--- config.mk ---
export PLATFORM = sky130hd
export DESIGN_NAME = hdpq_ram
export DESIGN_NICKNAME = d
export VERILOG_FILES = /design/src/rtl/hdpq_ram.sv
export SDC_FILE = /design/constraint.sdc
export NUM_CORES = 1
export LEC_CHECK = 0
export ABC_AREA = 1
export BUFFER_PORTS_ARGS = -buffer_cell sky130_fd_sc_hd__clkbuf_2
export CORE_UTILIZATION = 60
export CTS_BUF_LIST = sky130_fd_sc_hd__clkbuf_4
export CTS_CLUSTER_DIAMETER = 30
export DETAILED_ROUTE_END_ITERATION = 6
export PLACE_DENSITY = 0.85
export SLEW_MARGIN = 10
export SYNTH_ARGS = -nofsm -noshare
export SYNTH_HDL_FRONTEND = slang
export SYNTH_SLANG_ARGS = --single-unit
--- constraint.sdc ---
create_clock -name clk -period 2.8 [get_ports clk]
set_clock_uncertainty 0.05 [all_clocks]
set_input_delay 0.56 -clock clk [delete_from_list [all_inputs] [get_ports clk]]
set_output_delay 0.56 -clock clk [all_outputs]
set_load 0.03 [all_outputs]
--- src/rtl/hdpq_ram.sv ---
module hdpq_ram #(
	parameter int WIDTH = 8,
	parameter int DEPTH = 16,
	localparam int AW = (DEPTH > 1) ? $clog2(DEPTH) : 1
) (
	input  logic             clk,
	input  logic             we,
	input  logic [AW-1:0]    waddr,
	input  logic [WIDTH-1:0] wdata,
	input  logic             re,
	input  logic [AW-1:0]    raddr,
	output logic [WIDTH-1:0] rdata
);

	logic [WIDTH-1:0] mem [DEPTH];

	always_ff @(posedge clk) begin
		if (we) begin
			mem[waddr] <= wdata;
		end
		if (re) begin
			rdata <= mem[raddr];
		end
	end

endmodule

==> flow_summary.toml <==
[outcome]
outcome = "completed"

[worst_hold_path]
worstHoldPathCells = 1
min_to = "rdata[7]"
holdCritPathClass = "primary input to flop"
hp-start = "re"

[clock_network]
ctsLongestPathBuffers = 2
root_buffer = "clkbuf_4"
cts.clk_slew.worst_paths_ns = 0.11
clk_latency_ns = 0.51
numCtsBuffers = 17
post_cts_buffers = 0
cts_sinks = 136
cts_tree = "built"
htree_num_levels = 4
postCtsResizedCells = 0
hold_buffers = 0

[worst_setup_path]
cp_top_family = "flip-flops"
r2r-start = "mem[3][7]"
cp.required_ns = 2.19
r2r_cells = 6
cp_data_arrival_time_ns = 1.12
critical_path.startpoint_type = "flop"
regToRegSetupSlack_ns = 1.49
max_stage_delay_ns = 0.42
path_buf_inv = 1
crit_chain = "clkbuf_2"
worst-path-max-fanout = 1
setup.worst_path.class = "flop to primary output"
r2r-end = "rdata[7]"
crit_path_end_kind = "primary output"
cpMaxStageDelayCell = "edfxtp_1"

[route]
drt-initial-drc-count = 472
remaining_drc_errors = 0
vias_per_cell = 5.48
vias = 3939
ant_nets = 0
drt_wl_total_um = 12300
wl_per_cell_um = 17.0
firstDrtPassIters = 7

[global_routing]
grt_pass1_wl_um = 19100
grt_max_degree = 65
overflow = 0
antenna_found_initial = 0
grt_pass1_vias = 3692
track_usage_pct = 26.3

[logic_synthesis]
yosysWarnings = 0
synth_top_area_cell = "edfxtp_1"
synth_cells = 551
syn-num-nets = 570
synth-seq-area-share_pct = 69.8
yosysUniqueCellTypes = 11
synth-seq-cells = 136
netlist_area_mm2 = 0.00585
synthTopCellsByArea = "edfxtp_1 70%, nand2_1 11%, nand3_1 8.3%"
synth_area_per_cell_um2 = 10.6
synth_top_cell_area_share_pct = 69.8

[timing]
drv_slew = 0
rsz0062_at_grt = "no"
finalSetupTns_ns = 0
slew_headroom_pct = 47.7
holdWs_ns = 0.365
finalCriticalPeriod_ns = 1.73
worstMarginPinSlew_ns = 0.782
setup_viol = 0
hold_viol = 0
fmax_mhz = 577
final.period_utilization_pct = 61.9

[power]
vdd_drop_max_v = 0.000423
p_per_area_mw_per_mm2 = 615
total_power_w = 0.00388
p_leak_nw = 2.72

[floorplanning]
die_w_um = 101
start_util_pct = 62.7
io_pins = 27
core_mm2 = 0.00933
die_area_mm2 = 0.0101
fp.dieH_um = 101
std_cell_rows = 35

[placed_design]
hpwl_um = 7430
io_buffer_count = 26
routabilityCongestion = 0.940

[finish]
area_delta_synth_final_pct = 7.90
final_nets = 596
fill_cells = 664
layout_commonest_cell = "nand2_1"
insertedDiodeCount = 0
drive_above_1_share_pct = 10.3
fin_util_pct = 67.6
final_cell_mix = "173 x nand2_1, 136 x edfxtp_1, 100 x inv_1"

[flow_run]
max_cap_violations = 0
through the flow:
step | setup slack (ns) | area (µm²) | cells
after floorplan | 1.24 | 5850 | 551
after global placement | 0.744 | 6020 | 687
after detailed placement | 0.705 | 6020 | 687
after CTS | 1.04 | 6310 | 719
after global routing | 0.992 | 6310 | 719
final | 1.07 | 6310 | 719
cells by family after synthesis:
kind of cell	synth area share (%)
buffers and inverters	9.39
flip-flops	69.8
AND/OR/NAND/NOR	20.8
final cells by class:
class | instances | area [µm²] | share of cell area, %
Sequential cell | 136 | 4080 | 64.7
Clock inverter | 15 | 159 | 2.52
Inverter | 102 | 383 | 6.07
Tap cell | 129 | 161 | 2.56
Multi-Input combinational cell | 289 | 1210 | 19.2
Clock buffer | 17 | 128 | 2.02
Timing Repair Buffer | 31 | 180 | 2.86
worst register-to-register path: stages (launching register included):
cell and delay [ns]:
edfxtp_1 0.37, inv_1 0.07, nand2_1 0.08, nand3_1 0.14
nand3_1 0.10, nand3_1 0.20, nand2_1 0.07
sequential cells by signal, indices dropped and copies added (netlist names):
signal / count
mem: 128
rdata: 8
cell usage after synthesis:
library cell / number
buf_2: 13
buf_6: 6
inv_2: 2
nor2_1: 17
nand3_1: 97
nand2_1: 173
buf_4: 4
edfxtp_1: 136
inv_1: 100
buf_1: 1
nand3b_1: 2
report_power, final:
part           switching (W)  internal (W)  total, W
combinational       0.000210     0.0000727  0.000283
clock               0.000685      0.000606   0.00129
sequential         0.0000123       0.00229   0.00230
routing by layer:
layer	GRT usage (%)	routed length [µm]	share of wire, %
met5	0	0	0
met3	7.98	1170	9.6
met2	41.5	5910	48
met4	10.4	361	2.9
met1	34.7	4800	39
how the worst max path moves through the flow:
stage                  to  slack (ns)  cells past startpoint      from
2_1_floorplan  mem[10][0]        1.24                      2  waddr[2]
6_report         rdata[5]        1.07                      1  rdata[5]
3_3_place_gp     rdata[0]        0.74                      7  raddr[0]
4_1_cts          rdata[5]        1.04                      1  rdata[5]
3_5_place_dp     rdata[1]        0.71                      7  raddr[0]
5_1_grt          rdata[5]        0.99                      1  rdata[5]
Note: power is estimated with default switching activity, not from simulation.
